### config.mk
export PLATFORM = sky130hd
export DESIGN_NAME = kscs_cell
export DESIGN_NICKNAME = d
export VERILOG_FILES = /design/src/kscs_pkg.sv /design/src/kscs_cell.sv
export SDC_FILE = /design/constraint.sdc
export NUM_CORES = 1
export LEC_CHECK = 0
export ABC_CLOCK_PERIOD_IN_PS = 6200
export BUFFER_PORTS_ARGS = -buffer_cell sky130_fd_sc_hd__buf_2
export CORE_ASPECT_RATIO = 0.8
export CORE_MARGIN = 5
export CORE_UTILIZATION = 55
export CTS_CLUSTER_SIZE = 14
export DETAILED_ROUTE_END_ITERATION = 16
export PLACE_DENSITY_LB_ADDON = 0.25
export RECOVER_POWER = 100
export SYNTH_ARGS = -nofsm -noshare
export SYNTH_HDL_FRONTEND = slang
export SYNTH_SLANG_ARGS = --single-unit
### constraint.sdc
create_clock -name clk_i -period 6.2 [get_ports clk_i]
set_input_delay 0.62 -clock clk_i [delete_from_list [all_inputs] [get_ports clk_i]]
set_output_delay 0.62 -clock clk_i [all_outputs]
set_load 0.01 [all_outputs]
### src/kscs_pkg.sv
// shared constants, codes and types for the k-segment common substring block
`default_nettype none
package kscs_pkg;

  localparam int unsigned MaxLen      = 128;
  localparam int unsigned MaxSegments = 10;

  localparam int unsigned ActW     = 2;
  localparam int unsigned SymW     = 8;
  localparam int unsigned PosW     = 8;
  localparam int unsigned ValW     = 8;
  localparam int unsigned SLenW    = 8;
  localparam int unsigned SegW     = 4;
  localparam int unsigned CfgIdxW  = 2;
  localparam int unsigned CfgDataW = 8;

  localparam logic [ActW-1:0] ACT_LOAD_S = 2'd0;
  localparam logic [ActW-1:0] ACT_LOAD_T = 2'd1;
  localparam logic [ActW-1:0] ACT_START  = 2'd2;

  localparam logic [CfgIdxW-1:0] CFG_S_LENGTH      = 2'd0;
  localparam logic [CfgIdxW-1:0] CFG_T_LENGTH      = 2'd1;
  localparam logic [CfgIdxW-1:0] CFG_SEGMENT_COUNT = 2'd2;

  // row token travelling down the chain
  typedef struct packed {
    logic            valid;
    logic            last;
    logic [SymW-1:0] sym;
    logic [ValW-1:0] run;
  } tok_t;

endpackage
`default_nettype wire

### src/kscs_cell.sv
// one column cell of the systolic dp chain, all segment layers in parallel
`default_nettype none
module kscs_cell #(
  parameter int unsigned J  = 1,
  parameter int unsigned MS = kscs_pkg::MaxSegments
) (
  input  wire logic                          clk_i,
  input  wire logic                          rst_ni,
  input  wire logic                          clear_i,
  input  wire logic                          ld_i,
  input  wire logic [kscs_pkg::PosW-1:0]     ld_pos_i,
  input  wire logic [kscs_pkg::SymW-1:0]     ld_sym_i,
  input  wire kscs_pkg::tok_t                tok_i,
  input  wire logic [MS-1:0][kscs_pkg::ValW-1:0] best_i,
  input  wire logic [MS-1:0][kscs_pkg::ValW-1:0] anch_i,
  output kscs_pkg::tok_t                     tok_o,
  output logic [MS-1:0][kscs_pkg::ValW-1:0]  best_o,
  output logic [MS-1:0][kscs_pkg::ValW-1:0]  anch_o
);
  import kscs_pkg::*;

  logic [SymW-1:0]           t_sym_q;
  logic [ValW-1:0]           diag_run_q;
  logic [MS-1:0][ValW-1:0]   diag_best_q, diag_anch_q;
  logic                      tok_valid_q, tok_last_q;
  logic [SymW-1:0]           tok_sym_q;
  logic [ValW-1:0]           tok_run_q, run_d;
  logic [MS-1:0][ValW-1:0]   best_q, best_d, anch_d;
  logic                      match;
  logic [ValW-1:0]           r, prev, take, v;

  always_ff @(posedge clk_i) begin
    if (ld_i && (32'(ld_pos_i) == 32'(J))) begin
      t_sym_q <= ld_sym_i;
    end
  end

  always_comb begin
    match  = tok_i.sym == t_sym_q;
    r      = diag_run_q + ValW'(1);
    // a run keeps the anchor of the cell just before it started
    anch_d = (diag_run_q != '0) ? diag_anch_q : diag_best_q;
    best_d = best_q;
    for (int p = 0; p < int'(MS); p++) begin
      prev = (p == 0) ? '0 : anch_d[p-1];
      take = r + prev;
      v    = (best_i[p] > best_q[p]) ? best_i[p] : best_q[p];
      if (match && take > v) begin
        v = take;
      end
      best_d[p] = v;
    end
    run_d = match ? r : '0;
  end

  always_ff @(posedge clk_i or negedge rst_ni) begin
    if (!rst_ni) begin
      tok_valid_q <= 1'b0;
      tok_last_q  <= 1'b0;
    end else if (clear_i) begin
      tok_valid_q <= 1'b0;
      tok_last_q  <= 1'b0;
    end else begin
      tok_valid_q <= tok_i.valid;
      tok_last_q  <= tok_i.valid && tok_i.last;
    end
  end

  always_ff @(posedge clk_i) begin
    if (clear_i) begin
      diag_run_q  <= '0;
      diag_best_q <= '0;
      diag_anch_q <= '0;
      best_q      <= '0;
      tok_run_q   <= '0;
      anch_o      <= '0;
    end else begin
      diag_run_q  <= tok_i.run;
      diag_best_q <= best_i;
      diag_anch_q <= anch_i;
      if (tok_i.valid) begin
        best_q    <= best_d;
        tok_run_q <= run_d;
        tok_sym_q <= tok_i.sym;
        anch_o    <= anch_d;
      end
    end
  end

  assign tok_o  = '{valid: tok_valid_q, last: tok_last_q, sym: tok_sym_q, run: tok_run_q};
  assign best_o = best_q;

endmodule
`default_nettype wire

==> impl_results.md, run 1 <==
- Status: finished, violations left
- Violated checks: capacitance limit, slew limit
- Area of the die: between 40,000 and 50,000 um^2
- R2R Setup Slk: roughly 0.52 ns
- Asr flop ratio synth: 0.005650
- Hold path depth: 1
- Cell Pwr Density: between 200 and 300 nW/um^2
- Hold path startpoint: ld_sym_i[6]
- CP startpoint: tok_i[17]
- Max cap viols: 6
- Max Freq: between 0.15 and 0.2 GHz
- Worst EP arrival: a little over 6 ns
- Post-Synthesis Cells: roughly 2,300
- Core Area: around 37,000 um^2
- CP startpoint kind: primary input
- CTS buffer count: 38
- TNS Setup: 0 ns
- Seq/Total Area, Yosys: 0.3559
- Antenna violations before repair: 3
- Mean post-synth cell area: 8.982 um^2
- Clk buf depth: 3
- Fin. max-slew vios: ~460
- IO Port Bufs: around 380
- CTS tree: yes
- Layout Nets: ~3,000
- Clock Skew: a little under 0.03 ns
- Post-synthesis register bit count: ~350
- Routed WL: ~64 mm
- Clock slew at reported path FFs: 0.06 ns
- Starting density of the core: 0.5539
- Reg-to-reg startpoint: diag_run_q[0]
- Average wire per cell in the routed design: slightly above 20 um
- Crit end category: flip-flop
- Root Buffer: clkbuf_16
- Congestion Overflow GR: 0
- P_leak: around 11 nW
- Final setup vio count: 0
- Clock sink count: 354
- I/O pin cnt: 376
- Synth Area in Compound Gates: 0.1629
- YS warnings: 0
- Final Cycle Share: 0.9290
- Top FF cell, synth: dfxtp_1
- Detail Placement HPWL: ~47 mm
- Clk Latency, worst-skew pair: about 0.55 ns
- First-pass DRT Iterations: 6
- WS Path Type: primary input to flip-flop
- Design area: around 24,000 um^2
- Dpl cell area: around 23,000 um^2
- Synth Cell Area: 20,390 um^2
- Largest net degree at the start of global routing: 113
- Drt initial violations: between 1,500 and 2,000
- DRC: 0
- Layout cell share with drive strength beyond 1: 0.1362
- Post-Syn Nets: between 2,000 and 3,000
- Post-CTS Resized: 0
- Unique masters post-synth: 75
- Total track usage: 0.3017
- Final Hold Fails: 0
- Chip width: roughly 230 um
- R2R Path End: best_o[13]
- Die H: between 150 and 200 um
- Main combinational cell family by area after synthesis: simple AND/OR/NAND/NOR gates
- RSZ-0062 raised after global routing: false
- Pre-CTS setup slack: just under 0.9 ns
- Max H-tree Level: 2
- P&R area growth vs syn: 16.95%
- Slew HR: -1.752
- Worst Path Required: about 6.6 ns
- Hold_ws: around 0.26 ns
- Post-synth EDFFs: 16
- Final std cells w/o fill: roughly 3,100
- Post-Synth XOR/XNOR Area: 0.04118
- Measured slew at the worst slew-check pin: between 4 and 5 ns
- Hold endpoint: t_sym_q[6]
- First-pass GRT wire length: approximately 100 mm
- Tmin final: 5.760 ns
- FP Rows: 63
- Antenna-violating nets left: 0
- Post-CTS setup buffer count: 0
- Tot Pwr: between 6 and 7 mW
- Vias in the first global route: between 15,000 and 20,000
- R2R cell count: 20
- Via density: about 5.8
- Critical Path Fanout Max: ~110
- Post-Synth Adder-Cell Area: 0.1469
- Placed cells: 3,061
- Final worst slack: 0.4403 ns
- Mux share of post-synthesis cell area: 0.07247
- Max IR drop VDD: 229.6 uV
- RD Place Congestion: just over 0.9
- Hold/Removal Path Class: primary input to flip-flop
- DR vias: ~18,000
- Final core occ: 0.6478
- Post-synthesis simple-gate area fraction: 0.1721
[routing by layer]
layer,global-route usage,part of all wire,routed length (um),vias to the layer above
met4,0.07817,0.025,1627,2
met3,0.05886,0.081,5234,100
li1,-,-,-,8714
met5,0,0.00020,13,-
met2,0.4832,0.45,29080,730
met1,0.4203,0.44,28310,8501
[power breakdown]
part	total (mW)	switching, mW	internal, mW
registers	2.53	0.0989	2.44
clock network	2.44	0.955	1.49
logic	1.73	1.01	0.717
total	6.70	2.06	4.64
[Yosys cell counts (14+ instances only)]
cell type  instances  share of area
a21o_1            56          0.021
or2_2             14         0.0043
nand3_1           63          0.015
nor2_1           125          0.023
nand4_1           35          0.011
ha_1             225           0.14
o21ai_0           72          0.018
inv_1            147          0.027
a31oi_1           24         0.0074
mux2_2            43          0.024
xor2_1            30          0.013
o32ai_1           17         0.0073
dfxtp_1          336           0.33
a21oi_1          159          0.039
and2_1            18         0.0055
o211ai_1          20         0.0074
nand2_1          177          0.033
mux2i_1           87          0.043
xnor2_1           64          0.027
clkbuf_1          82          0.015
and3_1            21         0.0064
nor3_1            16         0.0039
a211oi_1          42          0.015
edfxtp_1          16          0.024
nor2b_1          184          0.056
[layout make-up]
type | instances | area (um^2)
repair buffers | 410 | 1878
clock inverters | 14 | 178.9
clock buffers | 54 | 1175
well taps | 487 | 609.3
fillers | 3170 | 12960
multi-input cells | 1660 | 12180
inverters | 151 | 568.0
diodes | 2 | 5.005
flip-flops and latches | 354 | 7257
[cell families (layout without fill, tap and decap cells)]
kind of cell,after synthesis,in the layout
flops,354,354
other cells,0,2
compound gates,505,505
buf+inv,256,629
simple gates,689,689
fa+ha+maj,234,234
xor+xnor,95,95
mux,137,137
[worst max-delay path by stage]
stage,end,cells after the start,slack (ns)
2_1_floorplan,best_o[34],24,0.92
3_3_place_gp,best_o[44],22,1.01
3_5_place_dp,best_o[39],22,0.86
4_1_cts,best_o[39],22,0.84
5_1_grt,best_o[77],22,0.17
6_report,best_o[79],6,0.44
[critical path, stage by stage]
cell,delay (ns)
clkbuf_2,1.75
clkinvlp_2,2.10
buf_4,0.81
nor4b_1,0.40
a211oi_1,0.09
o21a_1,0.26
[layout by cell type, fill, tap and decap left out, types with 13 or more instances in the layout]
cell,netlist,layout
o21ai_0,72,71
xor2_1,30,30
buf_4,3,22
a31oi_1,24,24
inv_1,147,146
o211ai_1,20,20
o32ai_1,17,17
a21o_1,56,56
buf_2,9,186
mux2i_1,87,87
dfxtp_1,336,336
edfxtp_1,16,16
nor3_1,16,16
nand4_1,35,35
a21oi_1,159,159
o21a_1,13,13
mux2_2,43,39
xnor2_1,64,61
or2_2,14,14
and2_1,18,17
a211oi_1,42,42
ha_1,225,225
nand3_1,63,63
clkbuf_16,0,41
and3_1,21,21
nor2_1,125,125
nor2b_1,184,184
nand2_1,177,177
a311oi_1,13,13
clkbuf_1,82,198
[what timing repair did]
| action | 4_1_cts | 5_1_grt |
|---|---|---|
| endpoints found under the hold margin | 2 | 0 |
| hold buffers | 1 | 0 |
| endpoints found under the setup margin | 0 | 0 |
[flip-flops by register name, indices dropped and copies added (netlist names)]
register / count
anch_o: 80
best_o: 80
diag_anch_q: 80
diag_best_q: 80
diag_run_q: 8
t_sym_q: 8
tok_last_q: 1
tok_run_q: 8
tok_sym_q: 8
tok_valid_q: 1
Note: power is estimated with default switching activity, not from simulation.
==> run 2, diff against run 1 <==
Settings changed: CORE_UTILIZATION 55 to 57.
==> run 2 against run 1 <==
Compared with the run above: the flow still finishes with violations (capacitance limit, slew limit); power decreased by 0.27%; sequential power about the same; core utilization increased by 1.9 points; global-route usage increased by 0.53 points; clock power about the same; design area decreased by 0.42%; register-to-register slack got worse by 0.11 ns; sequential cell count unchanged; die area decreased by 3.3%; sequential share of layout area increased by 0.13 points.
==> impl_results.md, run 2 (same netlist as run 1, synthesis figures left out) <==
- Status: finished, violations left
- Violated checks: capacitance limit, slew limit
- Clock sink count: 354
- CP startpoint: diag_run_q[0]
- Cell Pwr Density: between 200 and 300 nW/um^2
- Slew HR: -2.057
- Final Hold Fails: 0
- Most frequent cells in the layout: 336 x dfxtp_1, 225 x ha_1, 201 x clkbuf_1
- Final setup vio count: 0
- Chip width: ~220 um
- R2R Path End: best_o[23]
- FP Rows: 62
- Max Freq: ~0.17 GHz
- First-pass DRT Iterations: 5
- Max IR drop VDD: around 210 uV
- Hold/Removal Path Class: primary input to flip-flop
- Hold path depth: 1
- Largest net degree at the start of global routing: 132
- Root Buffer: clkbuf_16
- WS Path Type: flip-flop to flip-flop
- GR Layer Usage met1: 0.4202
- RD Place Congestion: about 0.95
- Final std cells w/o fill: around 3,100
- Vias in the first global route: approximately 18,000
- Final Cycle Share: 0.9345
- Post-CTS setup buffer count: 0
- Total track usage: 0.3070
- Clock slew at reported path FFs: 0.06 ns
- Layout cell share with drive strength beyond 1: 0.1324
- Worst Path Required: around 6.6 ns
- Clock Skew: 0.02235 ns
- Antenna-violating nets left: 0
- CP startpoint kind: flip-flop
- Layout Nets: roughly 3,000
- Hold endpoint: t_sym_q[5]
- Congestion Overflow GR: 0
- Placed cells: roughly 3,000
- Clk buf depth: 3
- R2R cell count: 17
- Commonest non-fill, non-tap cell in the layout: dfxtp_1
- Critical Path Fanout Max: 18
- First-pass GRT wire length: between 90 and 100 mm
- P_leak: ~11 nW
- DRC: 0
- Area of the die: about 40,000 um^2
- Reg-to-reg startpoint: diag_run_q[0]
- Fin. max-slew vios: around 340
- Worst EP arrival: 6.21 ns
- R2R Setup Slk: 0.41 ns
- CTS buffer count: 37
- I/O pin cnt: between 300 and 400
- Tmin final: between 5 and 6 ns
- Detail Placement HPWL: ~46 mm
- RSZ-0062 raised after global routing: false
- CTS tree: yes
- M3 GR Usage: 0.05762
- Via density: between 5 and 6
- Antenna violations before repair: 0
- Die H: around 180 um
- Clk Latency, worst-skew pair: about 0.54 ns
- Max H-tree Level: 2
- Dpl cell area: 22,730 um^2
- Hold path startpoint: ld_sym_i[5]
- Core Area: approximately 36,000 um^2
- GR Layer Usage met2: 0.4976
- IO Port Bufs: around 380
- Crit end category: flip-flop
- Antenna diode count: 0
- GR peak layer: met2
- Average wire per cell in the routed design: a little over 20 um
- Drt initial violations: around 1,600
- TNS Setup: 0 ns
- Max cap viols: 6
- P&R area growth vs syn: 16.46%
- DR vias: 18,180
- Measured slew at the worst slew-check pin: ~4.6 ns
- Routed WL: around 64 mm
- Starting density of the core: 0.5726
- Design area: roughly 24,000 um^2
[run 2: changes by cell type in the layout (fill, tap and decap cells not counted), sizes merged]
| cell | before | now |
|---|---|---|
| clkinv | 10 | 5 |
| bufinv | 4 | 6 |
| diode | 2 | 0 |
| clkbuf | 254 | 248 |
| inv | 148 | 151 |
| buf | 209 | 207 |
[run 2: worst max path at each step]
| stage | end | slack [ns] |
|---|---|---|
| floorplan | best_o[34] | 0.92 |
| global placement | best_o[60] | 0.79 |
| detailed placement | best_o[60] | 0.54 |
| CTS | best_o[60] | 0.52 |
| global route | best_o[23] | 0.05 |
| finish | best_o[23] | 0.41 |
[run 2: repair_timing]
action,4_1_cts,5_1_grt
endpoints found under the setup margin,0,0
hold endpoints to repair,2,0
resized for setup,0,0
hold buffers,1,0
[run 2: where the power goes]
| part | internal [mW] | total, mW | switching (mW) |
|---|---|---|---|
| sequential | 2.43 | 2.54 | 0.101 |
| combinational | 0.714 | 1.73 | 1.01 |
| clock | 1.46 | 2.42 | 0.961 |
[run 2: area by class of cell]
| cell class | count | area (um^2) |
|---|---|---|
| fill | 3079 | 11860 |
| timing repair buffer | 405 | 1862 |
| inverter | 151 | 568.0 |
| clock buffer | 51 | 1070 |
| multi-input combinational | 1660 | 12150 |
| clock inverter | 14 | 240.2 |
| sequential | 354 | 7257 |
| tap | 480 | 600.6 |
[run 2: critical path, stage by stage (launching register included)]
cell and delay [ns]:
dfxtp_1 0.35, ha_1 0.31, xnor2_4 0.62, clkinv_1 0.62, clkbuf_1 0.41, ha_1 0.40
a21oi_1 0.19, o211ai_1 0.17, a31oi_1 0.20, xnor2_1 0.18, ha_1 0.28, a21o_1 0.16
a21o_1 0.16, a21o_1 0.17, o221ai_1 0.83, nor3b_1 0.32, a211oi_1 0.09, o311a_1 0.19
[run 2: through the flow]
| stage | power (mW) | setup slack (ns) | hold WS (ns) | util |
|---|---|---|---|---|
| floorplan | 3.737 | 0.9189 | 0.3244 | - |
| global placement | 4.242 | 0.7872 | 0.4050 | 0.6384 |
| detailed placement | 4.288 | 0.5401 | 0.4065 | 0.6384 |
| CTS | 6.708 | 0.5174 | 0.2279 | 0.6755 |
| global route | 7.010 | 0.04699 | 0.2344 | 0.6669 |
| finish | 6.685 | 0.4060 | 0.2564 | 0.6669 |
[run 2: routing by layer]
layer,part of all wire,vias to the layer above
li1,-,8679
met1,0.45,8681
met2,0.45,697
met3,0.075,122
met4,0.031,0
met5,0,-
==> run 3, diff against run 2 <==
Settings changed: PLACE_DENSITY set to 0.79, PLACE_DENSITY_LB_ADDON 0.25 to not set.
==> run 3 against run 2 <==
Compared with the run above: the run still ends with capacitance limit, slew limit left; critical path type unchanged; critical path depth increased by 2; register-to-register slack improved by 0.05 ns; largest power group unchanged; core utilization grew 0.21 points; hold slack got worse by 0.011 ns; clock power hardly changed.
==> impl_results.md, run 3 (same netlist as run 1, synthesis figures left out) <==
- Layout cell share with drive strength beyond 1: 0.1299
- Met3 routed WL: 5.023 mm
- Final Cycle Share: 0.9258
- Critical Path End: best_o[13]
- WS Path Type: flip-flop to flip-flop
- Hold/Removal Path Class: primary input to flip-flop
- Area of the die: just under 40,000 um^2
- Vias in the first global route: between 15,000 and 20,000
- Cell Pwr Density: between 200 and 300 nW/um^2
- R2R Setup Slk: 0.46 ns
- Core Area: ~36,000 um^2
- Starting density of the core: 0.5726
- P&R area growth vs syn: 16.83%
- Clk Latency, worst-skew pair: 0.55 ns
- M1 WL: roughly 28 mm
- DRC: 0
- Post-CTS Resized: 0
- Detail Placement HPWL: 47.30 mm
- Total track usage: 0.3111
- Fin. max-slew vios: roughly 210
- Max H-tree Level: 2
- Routed WL: 64.67 mm
- Clk buf depth: 3
- FP Rows: just over 60
- Layout Nets: 3,043
- Clock slew at reported path FFs: around 0.06 ns
- Worst Path Required: ~6.7 ns
- TNS Setup: 0 ns
- Most frequent cells in the layout: 336 x dfxtp_1, 225 x ha_1, 200 x clkbuf_1
- Dpl cell area: about 23,000 um^2
- CP startpoint: diag_run_q[0]
- Critical Path Fanout Max: 26
- Clock Skew: roughly 0.019 ns
- Final setup vio count: 0
- Commonest non-fill, non-tap cell in the layout: dfxtp_1
- Max IR drop VDD: 181.0 uV
- Clock sink count: between 300 and 400
- Congestion Overflow GR: 0
- RSZ-0062 raised after global routing: false
- Drt initial violations: approximately 1,500
- First-pass DRT Iterations: 6
- Max Freq: around 0.17 GHz
- DR vias: about 18,000
- Routed length on met2: 29.39 mm
- Average wire per cell in the routed design: 20.71 um
- Tmin final: approximately 5.7 ns
- Measured slew at the worst slew-check pin: roughly 3.8 ns
- I/O pin cnt: between 300 and 400
- IO Port Bufs: around 380
- Fill cells: approximately 3,000
- Antenna-violating nets left: 0
- Design area: between 20,000 and 25,000 um^2
- Slew HR: -1.554
- Via density: a little under 6
- P_leak: 10.72 nW
- Violated checks: capacitance limit, slew limit
- Root Buffer: clkbuf_16
- Antenna violations before repair: 3
- Seq. cell area: ~7300 um^2
- Worst EP arrival: 6.23 ns
- Reg-to-reg startpoint: diag_run_q[0]
- CP startpoint kind: flip-flop
- Chip width: roughly 220 um
- Final Hold Fails: 0
- Die H: around 180 um
- Crit end category: flip-flop
- Status: finished, violations left
- Hold_ws: 0.2458 ns
- RD Place Congestion: about 1
- First-pass GRT wire length: around 100 mm
- CTS tree: yes
- Max cap viols: 4
- Highest metal used: met5
- R2R cell count: 19
- Area of the multi-input gates: around 12,000 um^2
- CTS buffer count: 38
- Post-CTS setup buffer count: 0
- Largest net degree at the start of global routing: ~130
- R2R Path End: best_o[13]
[run 3: per-stage QoR]
step                      utilization  setup WS [ns]  power [mW]  cells
after floorplan                     -         0.9189       3.737   2270
after global placement         0.6387          1.076       4.241   3050
after detailed placement       0.6387         0.7932       4.297   3050
after CTS                      0.6763         0.7422       6.728   3120
after global routing           0.6689         0.1384       7.033   3122
final                          0.6690         0.4601       6.705   3123
[run 3: layout make-up]
type / instances / share of cell area
Multi-Input combinational cell: 1660 / 0.5111
Sequential cell: 354 / 0.3047
Timing Repair Buffer: 406 / 0.07911
Clock buffer: 52 / 0.04554
Tap cell: 480 / 0.02521
Inverter: 151 / 0.02385
Clock inverter: 17 / 0.01024
Antenna cell: 3 / 0.0003152
[run 3: timing repair]
action                     in CTS  in global routing
setup endpoints to repair       0                  0
hold buffers                    1                  0
hold endpoints to repair        2                  0
[run 3: how the worst min path moves through the flow]
| stage | from | to | slack (ns) | depth (start not counted) |
|---|---|---|---|---|
| 3_5_place_dp | rst_ni | tok_valid_q | 0.41 | 1 |
| 3_3_place_gp | rst_ni | tok_valid_q | 0.40 | 1 |
| 6_report | ld_sym_i[2] | t_sym_q[2] | 0.25 | 1 |
| 2_1_floorplan | rst_ni | tok_last_q | 0.32 | 0 |
| 5_1_grt | ld_sym_i[7] | t_sym_q[7] | 0.23 | 1 |
| 4_1_cts | ld_sym_i[2] | t_sym_q[2] | 0.23 | 1 |
[run 3: metal layers]
layer,up-vias,global-route usage
li1,8693,-
met1,8643,0.4178
met2,713,0.5094
met3,123,0.06008
met4,2,0.1045
met5,-,0
[run 3: where the power goes]
group / switching, mW / internal [mW]
clock network: 0.961 / 1.48
registers: 0.102 / 2.44
logic: 1.01 / 0.714
total: 2.08 / 4.63
[run 3: critical path, stage by stage (launching register included)]
cell and delay, ns:
dfxtp_1 0.43, inv_1 0.10, ha_1 0.23, nor4b_4 0.15, nand2_4 0.42, buf_4 0.37
mux2_1 0.46, ha_1 0.34, nand3_1 0.07, o211ai_1 0.41, a31oi_1 0.18, xnor2_1 0.33
ha_1 0.32, a21o_1 0.18, a21oi_1 0.17, nor2b_1 0.09, o31ai_1 0.86, nand2_1 0.23
o32ai_1 0.21, a31o_2 0.15
